<file path="src/hw/rtl/b64e_pkg.sv">
// Package for the base64 line-wrapping encoder: shared types, constants
// and the sextet-to-character mapping. No dependencies.

package b64e_pkg;

    localparam int GROUPS_PER_LINE = 19;
    localparam int LINE_CNT_W      = 5;
    localparam int QUEUE_DEPTH     = 2;
    localparam int QUEUE_PTR_W     = 1;
    localparam int QUEUE_CNT_W     = 2;
    localparam int CHAR_IDX_W      = 3;

    localparam logic [7:0] NEWLINE_CHAR = 8'd10;
    localparam logic [7:0] PAD_CHAR     = 8'd61;
    localparam logic [7:0] UPPER_BASE   = 8'd65;
    localparam logic [7:0] LOWER_BASE   = 8'd71;
    localparam logic [7:0] DIGIT_BASE   = 8'd4;
    localparam logic [7:0] PLUS_CHAR    = 8'd43;
    localparam logic [7:0] SLASH_CHAR   = 8'd47;

    // Bytes held in the current group
    localparam logic [1:0] POS_EMPTY = 2'd0;
    localparam logic [1:0] POS_ONE   = 2'd1;
    localparam logic [1:0] POS_TWO   = 2'd2;

    // Group lengths as queued for the back end
    localparam logic [1:0] LEN_ONE  = 2'd1;
    localparam logic [1:0] LEN_TWO  = 2'd2;
    localparam logic [1:0] LEN_FULL = 2'd3;

    // Character slots within one group job
    localparam logic [CHAR_IDX_W-1:0] SLOT_S0 = 3'd0;
    localparam logic [CHAR_IDX_W-1:0] SLOT_S1 = 3'd1;
    localparam logic [CHAR_IDX_W-1:0] SLOT_S2 = 3'd2;
    localparam logic [CHAR_IDX_W-1:0] SLOT_S3 = 3'd3;
    localparam logic [CHAR_IDX_W-1:0] SLOT_NL = 3'd4;

    typedef struct packed {
        logic [23:0] group;
        logic [1:0]  len;
        logic        newline;
        logic        last;
    } group_job_t;

    typedef struct packed {
        logic full;
        logic empty;
    } queue_status_t;

    function automatic logic [7:0] sextet_char(input logic [5:0] v);
        logic [7:0] w;
        w = {2'b00, v};
        if (v < 6'd26)
            return w + UPPER_BASE;
        else if (v < 6'd52)
            return w + LOWER_BASE;
        else if (v < 6'd62)
            return w - DIGIT_BASE;
        else if (v == 6'd62)
            return PLUS_CHAR;
        else
            return SLASH_CHAR;
    endfunction

endpackage

</file>
<file path="src/hw/rtl/b64e_ifs.sv">
// Valid/ready channel interfaces for the base64 encoder: raw bytes in,
// characters out. No dependencies.

interface b64e_byte_if;
    logic       valid;
    logic       ready;
    logic [7:0] data_byte;
    logic       final_byte;

    modport source (output valid, output data_byte, output final_byte, input ready);
    modport sink   (input valid, input data_byte, input final_byte, output ready);
endinterface

interface b64e_char_if;
    logic       valid;
    logic       ready;
    logic [7:0] out_char;
    logic       end_of_output;

    modport source (output valid, output out_char, output end_of_output, input ready);
    modport sink   (input valid, input out_char, input end_of_output, output ready);
endinterface

</file>
<file path="src/hw/rtl/b64e_queue.sv">
// Two-entry queue of group jobs between front and back end.
// Depends on b64e_pkg.

module b64e_queue
    import b64e_pkg::*;
(
    input  logic          clk,
    input  logic          rst_n,
    input  logic          push,
    input  group_job_t    push_job,
    input  logic          pop,
    output group_job_t    head_job,
    output queue_status_t status
);

    group_job_t             mem_reg [QUEUE_DEPTH];
    logic [QUEUE_PTR_W-1:0] wr_ptr_reg, wr_ptr_next;
    logic [QUEUE_PTR_W-1:0] rd_ptr_reg, rd_ptr_next;
    logic [QUEUE_CNT_W-1:0] count_reg, count_next;
    logic                   do_push, do_pop;

    assign status.full  = (count_reg == QUEUE_CNT_W'(QUEUE_DEPTH));
    assign status.empty = (count_reg == '0);
    assign do_push      = push && !status.full;
    assign do_pop       = pop && !status.empty;
    assign head_job     = mem_reg[rd_ptr_reg];

    always_comb
    begin
        wr_ptr_next = do_push ? wr_ptr_reg + 1'b1 : wr_ptr_reg;
        rd_ptr_next = do_pop ? rd_ptr_reg + 1'b1 : rd_ptr_reg;
        count_next  = count_reg;
        if (do_push && !do_pop)
            count_next = count_reg + 1'b1;
        else if (do_pop && !do_push)
            count_next = count_reg - 1'b1;
    end

    always_ff @(posedge clk or negedge rst_n)
    begin
        if (!rst_n)
        begin
            wr_ptr_reg <= '0;
            rd_ptr_reg <= '0;
            count_reg  <= '0;
        end
        else
        begin
            wr_ptr_reg <= wr_ptr_next;
            rd_ptr_reg <= rd_ptr_next;
            count_reg  <= count_next;
        end
    end

    always_ff @(posedge clk)
    begin
        if (do_push)
            mem_reg[wr_ptr_reg] <= push_job;
    end

endmodule

</file>
<file path="src/hw/rtl/b64e_front.sv">
// Front end: accepts raw bytes, collects groups of three, tracks the line
// position and queues one job per group. Depends on b64e_pkg, b64e_ifs.

module b64e_front
    import b64e_pkg::*;
(
    input  logic          clk,
    input  logic          rst_n,
    b64e_byte_if.sink     bytes,
    input  queue_status_t q_status,
    output logic          push,
    output group_job_t    push_job
);

    logic [15:0]           held_reg, held_next;
    logic [1:0]            pos_reg, pos_next;
    logic [LINE_CNT_W-1:0] line_cnt_reg, line_cnt_next;
    logic                  accept;
    logic [1:0]            pos;
    logic [LINE_CNT_W-1:0] line_inc;
    logic                  line_full;

    assign bytes.ready = !q_status.full;
    assign accept      = bytes.valid && bytes.ready;
    // A position of three cannot arise; treat it as an empty group
    assign pos         = (pos_reg == 2'd3) ? POS_EMPTY : pos_reg;
    assign line_inc    = line_cnt_reg + 1'b1;
    assign line_full   = (line_inc >= LINE_CNT_W'(GROUPS_PER_LINE));

    always_comb
    begin
        held_next     = held_reg;
        pos_next      = pos_reg;
        line_cnt_next = line_cnt_reg;
        push          = 1'b0;
        push_job      = '0;
        if (accept)
        begin
            if (pos != POS_TWO && !bytes.final_byte)
            begin
                // Hold the byte, nothing to emit yet
                if (pos == POS_EMPTY)
                    held_next = {bytes.data_byte, 8'h00};
                else
                    held_next = {held_reg[15:8], bytes.data_byte};
                pos_next = pos + 1'b1;
            end
            else
            begin
                push             = 1'b1;
                push_job.last    = bytes.final_byte;
                push_job.newline = 1'b0;
                case (pos)
                    POS_EMPTY:
                    begin
                        push_job.group = {bytes.data_byte, 16'h0000};
                        push_job.len   = LEN_ONE;
                    end
                    POS_ONE:
                    begin
                        push_job.group = {held_reg[15:8], bytes.data_byte, 8'h00};
                        push_job.len   = LEN_TWO;
                    end
                    default:
                    begin
                        push_job.group   = {held_reg, bytes.data_byte};
                        push_job.len     = LEN_FULL;
                        push_job.newline = line_full;
                        line_cnt_next    = line_full ? '0 : line_inc;
                    end
                endcase
                held_next = '0;
                pos_next  = POS_EMPTY;
                if (bytes.final_byte)
                    line_cnt_next = '0;
            end
        end
    end

    always_ff @(posedge clk or negedge rst_n)
    begin
        if (!rst_n)
        begin
            held_reg     <= '0;
            pos_reg      <= POS_EMPTY;
            line_cnt_reg <= '0;
        end
        else
        begin
            held_reg     <= held_next;
            pos_reg      <= pos_next;
            line_cnt_reg <= line_cnt_next;
        end
    end

    a_pos_range: assert property (@(posedge clk) disable iff (!rst_n)
        pos_reg != 2'd3)
        else $error("group position reached three");

    a_line_range: assert property (@(posedge clk) disable iff (!rst_n)
        line_cnt_reg < LINE_CNT_W'(GROUPS_PER_LINE))
        else $error("line group count out of range");

    a_push_room: assert property (@(posedge clk) disable iff (!rst_n)
        push |-> !q_status.full)
        else $error("job pushed into a full queue");

endmodule

</file>
<file path="src/hw/rtl/b64e_back.sv">
// Back end: walks the head job, with padding and line break, into the output
// register one character per cycle when free. Depends on b64e_pkg, b64e_ifs.

module b64e_back
    import b64e_pkg::*;
(
    input  logic          clk,
    input  logic          rst_n,
    input  group_job_t    head_job,
    input  queue_status_t q_status,
    output logic          pop,
    b64e_char_if.source   chars
);

    logic [CHAR_IDX_W-1:0] idx_reg, idx_next;
    logic                  out_valid_reg, out_valid_next;
    logic [7:0]            out_char_reg, out_char_next;
    logic                  out_end_reg, out_end_next;
    logic                  load, emit, is_end;
    logic [5:0]            s0, s1, s2, s3;
    logic [7:0]            ch;

    assign s0 = head_job.group[23:18];
    assign s1 = head_job.group[17:12];
    assign s2 = head_job.group[11:6];
    assign s3 = head_job.group[5:0];

    assign load   = !out_valid_reg || chars.ready;
    assign emit   = load && !q_status.empty;
    assign is_end = head_job.newline ? (idx_reg == SLOT_NL) : (idx_reg == SLOT_S3);
    assign pop    = emit && is_end;

    always_comb
    begin
        case (idx_reg)
            SLOT_S0: ch = sextet_char(s0);
            SLOT_S1: ch = sextet_char(s1);
            SLOT_S2: ch = (head_job.len == LEN_ONE) ? PAD_CHAR : sextet_char(s2);
            SLOT_S3: ch = (head_job.len == LEN_FULL) ? sextet_char(s3) : PAD_CHAR;
            default: ch = NEWLINE_CHAR;
        endcase
    end

    always_comb
    begin
        idx_next       = idx_reg;
        out_valid_next = out_valid_reg;
        out_char_next  = out_char_reg;
        out_end_next   = out_end_reg;
        if (load)
        begin
            out_valid_next = !q_status.empty;
            out_char_next  = ch;
            out_end_next   = head_job.last && is_end;
        end
        if (emit)
            idx_next = is_end ? SLOT_S0 : idx_reg + 1'b1;
    end

    always_ff @(posedge clk or negedge rst_n)
    begin
        if (!rst_n)
        begin
            idx_reg       <= SLOT_S0;
            out_valid_reg <= 1'b0;
        end
        else
        begin
            idx_reg       <= idx_next;
            out_valid_reg <= out_valid_next;
        end
    end

    always_ff @(posedge clk)
    begin
        out_char_reg <= out_char_next;
        out_end_reg  <= out_end_next;
    end

    assign chars.valid         = out_valid_reg;
    assign chars.out_char      = out_char_reg;
    assign chars.end_of_output = out_end_reg;

    a_idx_range: assert property (@(posedge clk) disable iff (!rst_n)
        idx_reg <= SLOT_NL)
        else $error("character slot out of range");

    a_nl_slot: assert property (@(posedge clk) disable iff (!rst_n)
        (idx_reg == SLOT_NL) |-> (!q_status.empty && head_job.newline))
        else $error("newline slot without a newline job");

    a_mid_job: assert property (@(posedge clk) disable iff (!rst_n)
        (idx_reg != SLOT_S0) |-> !q_status.empty)
        else $error("job in progress with an empty queue");

endmodule

</file>
<file path="src/hw/rtl/base64_encoder_line_wrap.sv">
// Top level of the base64 encoder with 76-column line wrapping.
// Depends on b64e_pkg, b64e_ifs, b64e_front, b64e_queue, b64e_back.

// Raw bytes enter on the bytes channel, one per item, with final_byte set on
// the last byte of each message; base64 characters leave on the chars
// channel, one per item, with end_of_output on the last character of the
// message. The front end takes a byte every cycle while its two-entry job
// queue has room; the back end sends one character per cycle while the chars
// channel takes them and a job is queued, four characters per full group and
// a fifth at a line break. The first character of a group passes through the
// job queue and the output register after the byte that completes it is
// accepted. A line break follows every 19th full group; a message ending in
// a partial group is padded with '=' and gets no line break. The line count
// restarts with each message.

module base64_encoder_line_wrap
    import b64e_pkg::*;
(
    input  logic        clk,
    input  logic        rst_n,
    b64e_byte_if.sink   bytes,
    b64e_char_if.source chars
);

    logic          push, pop;
    group_job_t    push_job, head_job;
    queue_status_t q_status;

    b64e_front u_front (
        .clk      (clk),
        .rst_n    (rst_n),
        .bytes    (bytes),
        .q_status (q_status),
        .push     (push),
        .push_job (push_job)
    );

    b64e_queue u_queue (
        .clk      (clk),
        .rst_n    (rst_n),
        .push     (push),
        .push_job (push_job),
        .pop      (pop),
        .head_job (head_job),
        .status   (q_status)
    );

    b64e_back u_back (
        .clk      (clk),
        .rst_n    (rst_n),
        .head_job (head_job),
        .q_status (q_status),
        .pop      (pop),
        .chars    (chars)
    );

endmodule
</file>
<file path="src/flat_wrapper.sv">
// flat-port wrapper written by rule: the top's interface ports become plain ports
module base64_encoder_line_wrap_flat import b64e_pkg::*;
  (clk, rst_n, bytes_valid, bytes_data_byte, bytes_final_byte, bytes_ready, chars_valid, chars_out_char, chars_end_of_output, chars_ready);
  b64e_byte_if bytes_i ();
  b64e_char_if chars_i ();
  input  logic clk;
  input  logic rst_n;
  input wire logic [$bits(bytes_i.valid)-1:0] bytes_valid;
  input wire logic [$bits(bytes_i.data_byte)-1:0] bytes_data_byte;
  input wire logic [$bits(bytes_i.final_byte)-1:0] bytes_final_byte;
  output wire logic [$bits(bytes_i.ready)-1:0] bytes_ready;
  output wire logic [$bits(chars_i.valid)-1:0] chars_valid;
  output wire logic [$bits(chars_i.out_char)-1:0] chars_out_char;
  output wire logic [$bits(chars_i.end_of_output)-1:0] chars_end_of_output;
  input wire logic [$bits(chars_i.ready)-1:0] chars_ready;
  assign bytes_i.valid = bytes_valid;
  assign bytes_i.data_byte = bytes_data_byte;
  assign bytes_i.final_byte = bytes_final_byte;
  assign bytes_ready = bytes_i.ready;
  assign chars_valid = chars_i.valid;
  assign chars_out_char = chars_i.out_char;
  assign chars_end_of_output = chars_i.end_of_output;
  assign chars_i.ready = chars_ready;
  base64_encoder_line_wrap u_core (.clk(clk), .rst_n(rst_n), .bytes(bytes_i), .chars(chars_i));
endmodule
</file>
<file path="config.mk">
export PLATFORM = sky130hd
export DESIGN_NAME = base64_encoder_line_wrap_flat
export DESIGN_NICKNAME = d
export VERILOG_FILES = /design/src/hw/rtl/b64e_pkg.sv /design/src/hw/rtl/b64e_ifs.sv /design/src/hw/rtl/b64e_queue.sv /design/src/hw/rtl/b64e_front.sv /design/src/hw/rtl/b64e_back.sv /design/src/hw/rtl/base64_encoder_line_wrap.sv /design/src/flat_wrapper.sv
export SDC_FILE = /design/constraint.sdc
export NUM_CORES = 1
export LEC_CHECK = 0
export BUFFER_PORTS_ARGS = -buffer_cell sky130_fd_sc_hd__buf_2
export CORE_MARGIN = 4
export CORE_UTILIZATION = 50
export CTS_BUF_LIST = sky130_fd_sc_hd__clkbuf_8
export DETAILED_ROUTE_END_ITERATION = 12
export HOLD_SLACK_MARGIN = 0.02
export PLACE_DENSITY = 0.67
export SYNTH_ARGS = -nofsm -noshare
export SYNTH_HDL_FRONTEND = slang
export SYNTH_HIERARCHICAL = 1
export SYNTH_SLANG_ARGS = --single-unit
</file>
<file path="constraint.sdc">
create_clock -name clk -period 6.65 [get_ports clk]
set_input_delay 0.3325 -clock clk [delete_from_list [all_inputs] [get_ports clk]]
set_output_delay 0.3325 -clock clk [all_outputs]
set_load 0.1 [all_outputs]
</file>
==> results of run 1 <==
==> final timing paths <==
| kind | from | endpoint | slack (ns) | depth (start not counted) |
|---|---|---|---|---|
| setup / recovery | u_core/u_queue/rd_ptr_reg$_DFFE_PN0P_ | u_core/u_back/chars.out_char[4]$_DFFE_PN_ | 3.65 | 8 |
| hold / removal | bytes_data_byte[7] | u_core/u_front/held_reg[15]$_DFFE_PN0P_ | 0.26 | 3 |
| setup reg to reg | u_core/u_queue/rd_ptr_reg$_DFFE_PN0P_ | u_core/u_back/chars.out_char[4]$_DFFE_PN_ | 3.65 | 8 |
| hold reg to reg | u_core/u_front/held_reg[10]$_DFFE_PN0P_ | u_core/u_front/held_reg[10]$_DFFE_PN0P_ | 0.49 | 2 |
| max in group asynchronous | rst_n | u_core/u_front/held_reg[3]$_DFFE_PN0P_ | 5.66 | 2 |
| min in group asynchronous | rst_n | u_core/u_back/idx_reg[0]$_DFFE_PN0P_ | 0.54 | 2 |
==> final cells by class <==
cell class / count / area share (%)
multi-input combinational: 422 / 47.3
sequential: 96 / 42.6
tap: 147 / 2.87
timing repair buffer: 28 / 2.42
clock buffer: 10 / 2.15
inverter: 31 / 1.82
clock inverter: 6 / 0.898
==> layout by cell type, fill, tap and decap left out, types with 6 or more instances in the layout <==
cell / netlist / final
a21oi_1: 29 / 29
nand3_1: 15 / 15
a22oi_1: 9 / 9
nor2b_1: 9 / 9
a21o_1: 12 / 12
a31oi_1: 6 / 6
mux2_2: 20 / 20
buf_2: 18 / 23
a211oi_1: 11 / 11
dfrtp_1: 31 / 31
nor3_1: 13 / 13
edfxtp_1: 65 / 65
mux2_4: 11 / 11
nand2_1: 58 / 58
and3_1: 9 / 9
nor2_1: 38 / 37
xor2_1: 7 / 7
ha_1: 32 / 32
o21ai_0: 20 / 20
clkbuf_8: 0 / 10
a22o_1: 10 / 10
inv_1: 31 / 32
nand4_1: 7 / 7
==> worst max-delay path, cell delays in order (launching register included) <==
cell and delay (ns):
dfrtp_1 0.33, buf_4 0.38, mux2_2 0.46, ha_1 0.28, a21o_1 0.20, a21oi_1 0.40, o311ai_0 0.22, a221oi_1 0.28
o211ai_1 0.12
==> logic make-up (layout without fill, tap and decap cells) <==
kind of cell | count (synthesis) | after routing
AO/OA/AOI/OAI | 157 | 157
adder cells (fa/ha/maj) | 32 | 32
flip-flops | 96 | 96
buffers and inverters | 69 | 75
AND/OR/NAND/NOR | 185 | 185
XOR/XNOR | 12 | 12
multiplexers | 36 | 36
==> per-layer routing <==
metal	GRT usage [%]	part of all wire (%)	up-vias
met2	29.9	47	184
met5	0	0	-
met3	3.49	5.6	35
met4	7.75	2.5	0
li1	-	-	2186
met1	26.5	45	2121
==> metrics by stage <==
| step | cell area [um^2] | cells | hold slack, ns |
|---|---|---|---|
| global placement | 6200 | 723 | 0.423 |
| global route | 6410 | 740 | 0.236 |
| CTS | 6410 | 740 | 0.231 |
| detailed placement | 6200 | 723 | 0.419 |
| floorplan | 6110 | 587 | 0.0369 |
| finish | 6410 | 740 | 0.255 |
==> where the power goes <==
group | switching (mW) | internal, mW
sequential | 0.0784 | 0.851
combinational | 1.22 | 0.625
clock | 0.192 | 0.182
==> results.json, run 1 <==
{
  "rows": 40,
  "power.density_mw_per_mm2": 491,
  "synth_top_area_cell": "edfxtp_1",
  "synthTopCellsByArea": "edfxtp_1 (32%), dfrtp_1 (13%), ha_1 (6.6%)",
  "ios": 24,
  "tns_ns": 0,
  "synth_edf_count": 65,
  "routed_wl_um": 13300,
  "maxCapViolations": 0,
  "synthSimpleGateAreaFrac_pct": 15.5,
  "fin_crit_sh_pct": 45.1,
  "area_growth_pct": 4.92,
  "cts_tree": "done",
  "post_cts_buffers": 0,
  "drive_gt1_share_pct": 15.0,
  "wire_per_inst_um": 17.9,
  "pre_cts_ws_ns": 3.70,
  "via_per_inst": 6.12,
  "multi_input_area_mm2": 0.00303,
  "cts.path.max_buffers": 2,
  "synth-seq-area-share_pct": 44.7,
  "route.detailed.drc": 0,
  "peakVddDrop_mv": 0.270,
  "avgSynthCellArea_um2": 10.4,
  "ys_warn_count": 6,
  "track_usage_pct": 19.2,
  "ys_types": 72,
  "largest_reg_flops": 56,
  "synth_compound_area_share_pct": 18.6,
  "die_h_um": 119,
  "dpl.hpwl_um": 9850,
  "cp_data_arrival_time_ns": 3.06,
  "synth.net_count": 632,
  "setup_viol": 0,
  "final_util_pct": 53.6,
  "start_util_pct": 51.1,
  "layout.nets": 633,
  "fin_worst_skew_ns": 0.0161,
  "grt_max_degree": 33,
  "yosys.area_share.adder_pct": 6.55,
  "required_ns": 6.72,
  "ys_ff_latch": 96,
  "worstSkewPairLatency_ns": 0.36,
  "h-tree-depth": 3,
  "design_power_total_mw": 3.15,
  "end_kind": "flop",
  "overflow": 0,
  "num_vias": 4526,
  "hold_violations": 0,
  "hold_class": "primary input to flop",
  "tightest_slew_ns": 0.995,
  "setup_slack_ns": 3.65,
  "cts-root-buf": "clkbuf_8",
  "synth-xor-area-share_pct": 1.72,
  "startpoint_type": "flop",
  "path_clk_slew_ns": 0.09,
  "syn_area_mm2": 0.00611,
  "antenna_left": 0,
  "synth_top_cells_by_count": "edfxtp_1 (65), nand2_1 (58), nor2_1 (38)",
  "synth_top_family_by_area": "compound AO/OA/AOI/OAI gates",
  "drtIter0Drc": 426,
  "synth_most_common_cell": "edfxtp_1",
  "grt_pass1_vias": 4189,
  "core_mm2": 0.0120,
  "synthMuxAreaShare_pct": 7.21,
  "io_buffers": 23,
  "n_fill_cell": 1028,
  "slew_violations": 0,
  "status": "completed",
  "gp_congestion": 0.937,
  "yosys.area.top_type_share_pct": 32.0,
  "cts.repair.resized": 0,
  "dieArea_mm2": 0.0140,
  "cts_hold_buffers": 1,
  "grt_pass1_wl_um": 21600,
  "slew_headroom_pct": 33.3,
  "synth_ff_type": "edfxtp_1",
  "rsz0062_at_grt": "false",
  "chipWidth_um": 119,
  "min_period_ns": 3.00,
  "ff_latch_area_mm2": 0.00273,
  "synthArstFlopShare_pct": 32.3,
  "leakage_nw": 2.58,
  "clock_sinks": 96,
  "fmax_mhz": 334,
  "crit_fanout": 29,
  "dr.pass1.iters": 5,
  "diodes": 0,
  "synthCells": 587,
  "cts-buffers-inserted": 9,
  "setup.worst_path.class": "flop to flop",
  "antenna_found_initial": 0
}
Power figures use the tool's default switching activity.
==> inputs of run 2 (changes only) <==
PLACE_DENSITY = 0.69   (was 0.67)
clock period = 2.7 ns   (was 6.65 ns; I/O delays follow)
==> run 2 against run 1 <==
Effect of this change: critical path depth up 1; routed wire length up 12%; clock skew fell by 0.0087 ns; critical endpoint is now u_core/u_back/chars.out_char[2]$_DFFE_PN_; clock power rose by 150%; final cell count increased by 7.8%; total power rose to 2.7 times the previous value; critical path type unchanged; die area is the same; fmax is 12% higher.
==> results.json, run 2 (synthesis gave the netlist of run 1 again) <==
{
  "setup.worst_path.class": "flop to flop",
  "wire_per_inst_um": 18.6,
  "path_cells": "buf_12 > mux2_4 > inv_2 > ha_2 > and3b_2 > mux2_4 > a2111oi_2 > a21oi_1 > o2111ai_2",
  "worstSkewPairLatency_ns": 0.36,
  "gp_congestion": 0.909,
  "min_period_ns": 2.66,
  "cp_slowest_cell": "dfrtp_2",
  "slew_violations": 0,
  "ios": 24,
  "hold_violations": 0,
  "largest_reg_flops": 56,
  "crit_fanout": 9,
  "cp_common_cell": "mux2_4",
  "drive_gt1_share_pct": 26.6,
  "tightest_slew_ns": 1.04,
  "ff_latch_area_mm2": 0.00273,
  "status": "completed",
  "track_usage_pct": 21.3,
  "maxCapViolations": 0,
  "antenna_left": 0,
  "dieArea_mm2": 0.0140,
  "cts_tree": "done",
  "cp_data_arrival_time_ns": 2.86,
  "dpl.hpwl_um": 11100,
  "grt_pass1_vias": 4722,
  "drtIter0Drc": 356,
  "fin_worst_skew_ns": 0.00734,
  "chipWidth_um": 119,
  "fin_crit_sh_pct": 98.7,
  "die_h_um": 119,
  "cts.path.max_buffers": 2,
  "final_cell_mix": "edfxtp_1 (65), nand2_1 (58), buf_4 (57)",
  "crit_family": "compound AO/OA/AOI/OAI gates",
  "power.density_mw_per_mm2": 1230,
  "leakage_nw": 2.88,
  "diodes": 0,
  "n_fill_cell": 1019,
  "worstPathBufferInverterCount": 2,
  "tns_ns": 0,
  "core_mm2": 0.0120,
  "end_kind": "flop",
  "final_common_cell": "edfxtp_1",
  "required_ns": 2.90,
  "overflow": 0,
  "setup_viol": 0,
  "rsz0062_at_grt": "true",
  "antenna_found_initial": 0,
  "fmax_mhz": 375,
  "cts-root-buf": "clkbuf_8",
  "routed_wl_um": 14800,
  "grt_max_degree": 32,
  "clock_sinks": 96,
  "start_util_pct": 51.1,
  "slowest_delay_ns": 0.46,
  "slew_headroom_pct": 30.0,
  "startpoint_type": "flop",
  "io_buffers": 23,
  "whs_ns": 0.0522,
  "grt_pass1_wl_um": 24000,
  "num_vias": 4803,
  "multi_input_area_mm2": 0.00313,
  "hold_class": "primary input to flop",
  "path_clk_slew_ns": 0.09,
  "peakVddDrop_mv": 0.756,
  "h-tree-depth": 3,
  "route.detailed.drc": 0,
  "layout.nets": 691,
  "dr.pass1.iters": 7,
  "area_growth_pct": 14.7,
  "via_per_inst": 6.02,
  "rows": 40,
  "cts-buffers-inserted": 9
}
run 2: cell types whose count changed in the layout (fill, tap and decap cells not counted), moves of 3 or more:
cell,change
inv_1,-5
inv_2,+4
buf_12,+3
buf_4,+53
ha_2,+4
clkinv_2,-3
ha_1,-5
a21oi_1,-6
and3b_2,+3
and3b_1,-3
a21oi_2,+5
run 2: worst paths after layout:
kind	startpoint	end	slack [ns]	cells after the start
max	u_core/u_queue/rd_ptr_reg$_DFFE_PN0P_	u_core/u_back/chars.out_char[2]$_DFFE_PN_	0.04	9
max in group asynchronous	rst_n	u_core/u_queue/rd_ptr_reg$_DFFE_PN0P_	1.84	2
min reg2reg	u_core/u_front/held_reg[14]$_DFFE_PN0P_	u_core/u_front/held_reg[14]$_DFFE_PN0P_	0.51	2
min in group asynchronous	rst_n	u_core/u_front/line_cnt_reg[1]$_DFFE_PN0P_	0.36	2
max reg2reg	u_core/u_queue/rd_ptr_reg$_DFFE_PN0P_	u_core/u_back/chars.out_char[2]$_DFFE_PN_	0.04	9
min	bytes_data_byte[6]	u_core/u_front/held_reg[14]$_DFFE_PN0P_	0.05	3
run 2: stage by stage:
stage / cells / cell area [um^2] / worst slack [ns] / util (%) / total power [mW]
detailed placement: 772 / 6610 / -0.0347 / 55.3 / 7.40
global route: 798 / 7010 / -0.0369 / 58.6 / 9.25
finish: 798 / 7010 / 0.0361 / 58.6 / 8.65
global placement: 772 / 6610 / 0.0425 / 55.3 / 7.33
floorplan: 587 / 6120 / 0.0247 / - / 6.08
CTS: 789 / 6840 / 0.00476 / 57.2 / 8.38
run 2: final cells by class:
type,count,area share (%)
inverters,31,1.66
clock buffers,12,2.36
flip-flops and latches,96,39.0
well taps,147,2.63
clock inverters,4,0.500
repair buffers,86,9.27
multi-input cells,422,44.6
run 2: routing by layer:
layer / share of wire [%] / track usage, % / up-vias / wire length (um)
li1: - / - / 2304 / -
met1: 44 / 28.8 / 2307 / 6590
met2: 47 / 33.7 / 163 / 6950
met3: 5.2 / 3.01 / 29 / 774
met4: 3.5 / 9.85 / 0 / 517
met5: 0 / 0 / - / 0
run 2: repair_timing:
item / CTS / global route
endpoints found under the hold margin: 31 / 0
hold buffers: 1 / 0
gates cloned: 0 / 1
buffers inserted: 0 / 8
gates resized for setup: 5 / 25
setup endpoints to repair: 2 / 4
pin swaps: 0 / 6
run 2: worst register-to-register path: cells and delay by family, from the launching register on:
family | cells | cell delay (ns)
AO/OA/AOI/OAI | 3 | 0.68
adder cells (fa/ha/maj) | 1 | 0.18
buffers and inverters | 2 | 0.27
flip-flops | 1 | 0.46
multiplexers | 2 | 0.66
AND/OR/NAND/NOR | 1 | 0.25
run 2: power breakdown:
part | internal, mW | switching [mW] | leakage, nW
clock | 0.421 | 0.504 | 0.104
sequential | 2.10 | 0.212 | 1.02
combinational | 2.14 | 3.28 | 1.76
==> inputs of run 3 (changes only) <==
RECOVER_POWER = 25   (was not set)
==> run 3 against run 2 <==
Effect of this change: the flow now finishes with violations (capacitance limit, slew limit); fmax is 0.22% higher; clock skew hardly changed; clock power hardly changed; via count is 0.15% lower; total power is 0.16% lower; combinational power hardly changed; final cell count stayed put; critical path depth stayed put; flip-flop and latch count stayed put; non-clock buffer count stayed put; count of clock-buffer cells in the layout stayed put; critical path type unchanged; largest cell class unchanged.
==> results.json, run 3 (synthesis gave the netlist of run 1 again) <==
{
  "track_usage_pct": 21.3,
  "gp_congestion": 0.909,
  "core_mm2": 0.0120,
  "tightest_slew_ns": 1.73,
  "power.density_mw_per_mm2": 1240,
  "chipWidth_um": 119,
  "wire_per_inst_um": 18.6,
  "slew_violations": 32,
  "area_growth_pct": 14.4,
  "worstSkewPairLatency_ns": 0.36,
  "hold_violations": 0,
  "cts.path.max_buffers": 2,
  "final_common_cell": "edfxtp_1",
  "comb_power_share_pct": 62.5,
  "grt_max_degree": 32,
  "cts-root-buf": "clkbuf_8",
  "fin_worst_skew_ns": 0.00721,
  "end_kind": "flop",
  "grt_pass1_wl_um": 24000,
  "crit_family": "compound AO/OA/AOI/OAI gates",
  "fin_cells": 798,
  "fin_crit_sh_pct": 98.5,
  "violations": "capacitance limit, slew limit",
  "leakage_nw": 2.85,
  "p_clk_share_pct": 10.7,
  "dpl.hpwl_um": 11100,
  "min_period_ns": 2.66,
  "worstPathBufferInverterCount": 2,
  "timing.rr.end": "u_core/u_back/chars.out_char[2]$_DFFE_PN_",
  "pwr-share-seq_pct": 26.8,
  "status": "finished with violations",
  "routed_wl_um": 14800,
  "num_vias": 4796,
  "cp_slowest_cell": "dfrtp_2",
  "peakVddDrop_mv": 0.755,
  "path_clk_slew_ns": 0.09,
  "final_util_pct": 58.4,
  "clock_sinks": 96,
  "setup.worst_path.class": "flop to flop",
  "dr.pass1.iters": 5,
  "tns_ns": 0,
  "path_cells": "buf_12 > mux2_4 > inv_2 > ha_2 > and3b_2 > mux2_4 > a2111oi_2 > a21oi_1 > o2111ai_2",
  "cts-buffers-inserted": 9,
  "ios": 24,
  "crit_path_start": "u_core/u_queue/rd_ptr_reg$_DFFE_PN0P_",
  "holdPathEnd": "u_core/u_front/held_reg[14]$_DFFE_PN0P_",
  "slowest_delay_ns": 0.46,
  "cp_common_cell": "mux2_4",
  "h-tree-depth": 3,
  "io_buffers": 23,
  "dieArea_mm2": 0.0140,
  "die_h_um": 119,
  "layout.nets": 691,
  "worstRegToRegCells": 9,
  "hp-start": "bytes_data_byte[6]",
  "fmax_mhz": 376,
  "setup_viol": 0,
  "largest_reg_flops": 56,
  "cts_tree": "done",
  "overflow": 0,
  "worst-r2r-setup-slack_ns": 0.04,
  "antenna_found_initial": 0,
  "drtIter0Drc": 345,
  "hold_class": "primary input to flop",
  "r2r-start": "u_core/u_queue/rd_ptr_reg$_DFFE_PN0P_",
  "maxCapViolations": 1,
  "diodes": 0,
  "setup_slack_ns": 0.0418,
  "start_util_pct": 51.1,
  "required_ns": 2.90,
  "drive_gt1_share_pct": 25.0,
  "pre_cts_ws_ns": -0.0347,
  "holdPathStages": 3,
  "grt_pass1_vias": 4722,
  "design_power_total_mw": 8.64,
  "crit_fanout": 9,
  "via_per_inst": 6.01,
  "intPower_mw": 4.64,
  "switching_share_pct": 46.3,
  "rows": 40,
  "p_switching_mw": 4.00,
  "rsz0062_at_grt": "true",
  "antenna_left": 0,
  "startpoint_type": "flop",
  "placed_cells": 772,
  "cp_data_arrival_time_ns": 2.86,
  "slew_headroom_pct": -15.1,
  "final_cell_mix": "edfxtp_1 (65), nand2_1 (58), buf_4 (56)",
  "route.detailed.drc": 0
}
-- run 3: metal layers --
metal	track usage, %	vias to the layer above	share of wire [%]
li1	-	2302	-
met1	28.8	2308	45
met2	33.7	155	47
met3	3.01	31	5.1
met4	9.85	0	3.6
met5	0	-	0
-- run 3: cell type report --
| cell class | instances | area, um^2 |
|---|---|---|
| clock inverter | 4 | 35.0 |
| fill | 1029 | 4970 |
| tap | 147 | 184 |
| inverter | 31 | 116 |
| timing repair buffer | 86 | 634 |
| sequential | 96 | 2730 |
| multi-input combinational | 422 | 3130 |
| clock buffer | 12 | 165 |
-- run 3: per-stage QoR --
step | hold slack (ns) | cell area [um^2]
2_1_floorplan | -0.161 | 6120
3_3_place_gp | 0.217 | 6610
3_5_place_dp | 0.236 | 6610
4_1_cts | 0.0251 | 6840
5_1_grt | 0.0521 | 6990
6_report | 0.0501 | 6990
-- run 3: worst max-delay path by stage --
| stage | endpoint | slack (ns) | cells past startpoint |
|---|---|---|---|
| 2_1_floorplan | u_core/u_back/chars.out_char[2]$_DFFE_PN_ | 0.02 | 12 |
| 4_1_cts | u_core/u_back/chars.out_char[1]$_DFFE_PN_ | 0.005 | 9 |
| 5_1_grt | u_core/u_back/chars.out_char[1]$_DFFE_PN_ | -0.04 | 8 |
| 6_report | u_core/u_back/chars.out_char[2]$_DFFE_PN_ | 0.04 | 9 |
| 3_3_place_gp | u_core/u_back/chars.out_char[1]$_DFFE_PN_ | 0.04 | 8 |
| 3_5_place_dp | u_core/u_back/chars.out_char[3]$_DFFE_PN_ | -0.03 | 10 |
-- run 3: timing repair --
item                                    4_1_cts  5_1_grt
buffers inserted                              0        8
hold endpoints to repair                     31        0
gates cloned                                  0        1
gates resized for setup                       5       25
endpoints found under the setup margin        2        4
hold buffers                                  1        0
pin swaps                                     0        6
-- run 3: worst reg2reg max path, cell delays in order, from the launching register on --
cell       delay, ns
dfrtp_2         0.46
buf_12          0.16
mux2_4          0.35
inv_2           0.11
ha_2            0.18
and3b_2         0.25
mux2_4          0.31
a2111oi_2       0.37
a21oi_1         0.12
o2111ai_2       0.19
-- run 3: power by group through the flow --
stage | Combinational, mW | Sequential (mW) | Clock [mW]
CTS | 5.11 | 2.30 | 0.964
floorplan | 3.30 | 2.78 | 0
detailed placement | 5.06 | 2.34 | 0
global route | 5.84 | 2.37 | 1.03
global placement | 5.02 | 2.31 | 0
finish | 5.40 | 2.31 | 0.925
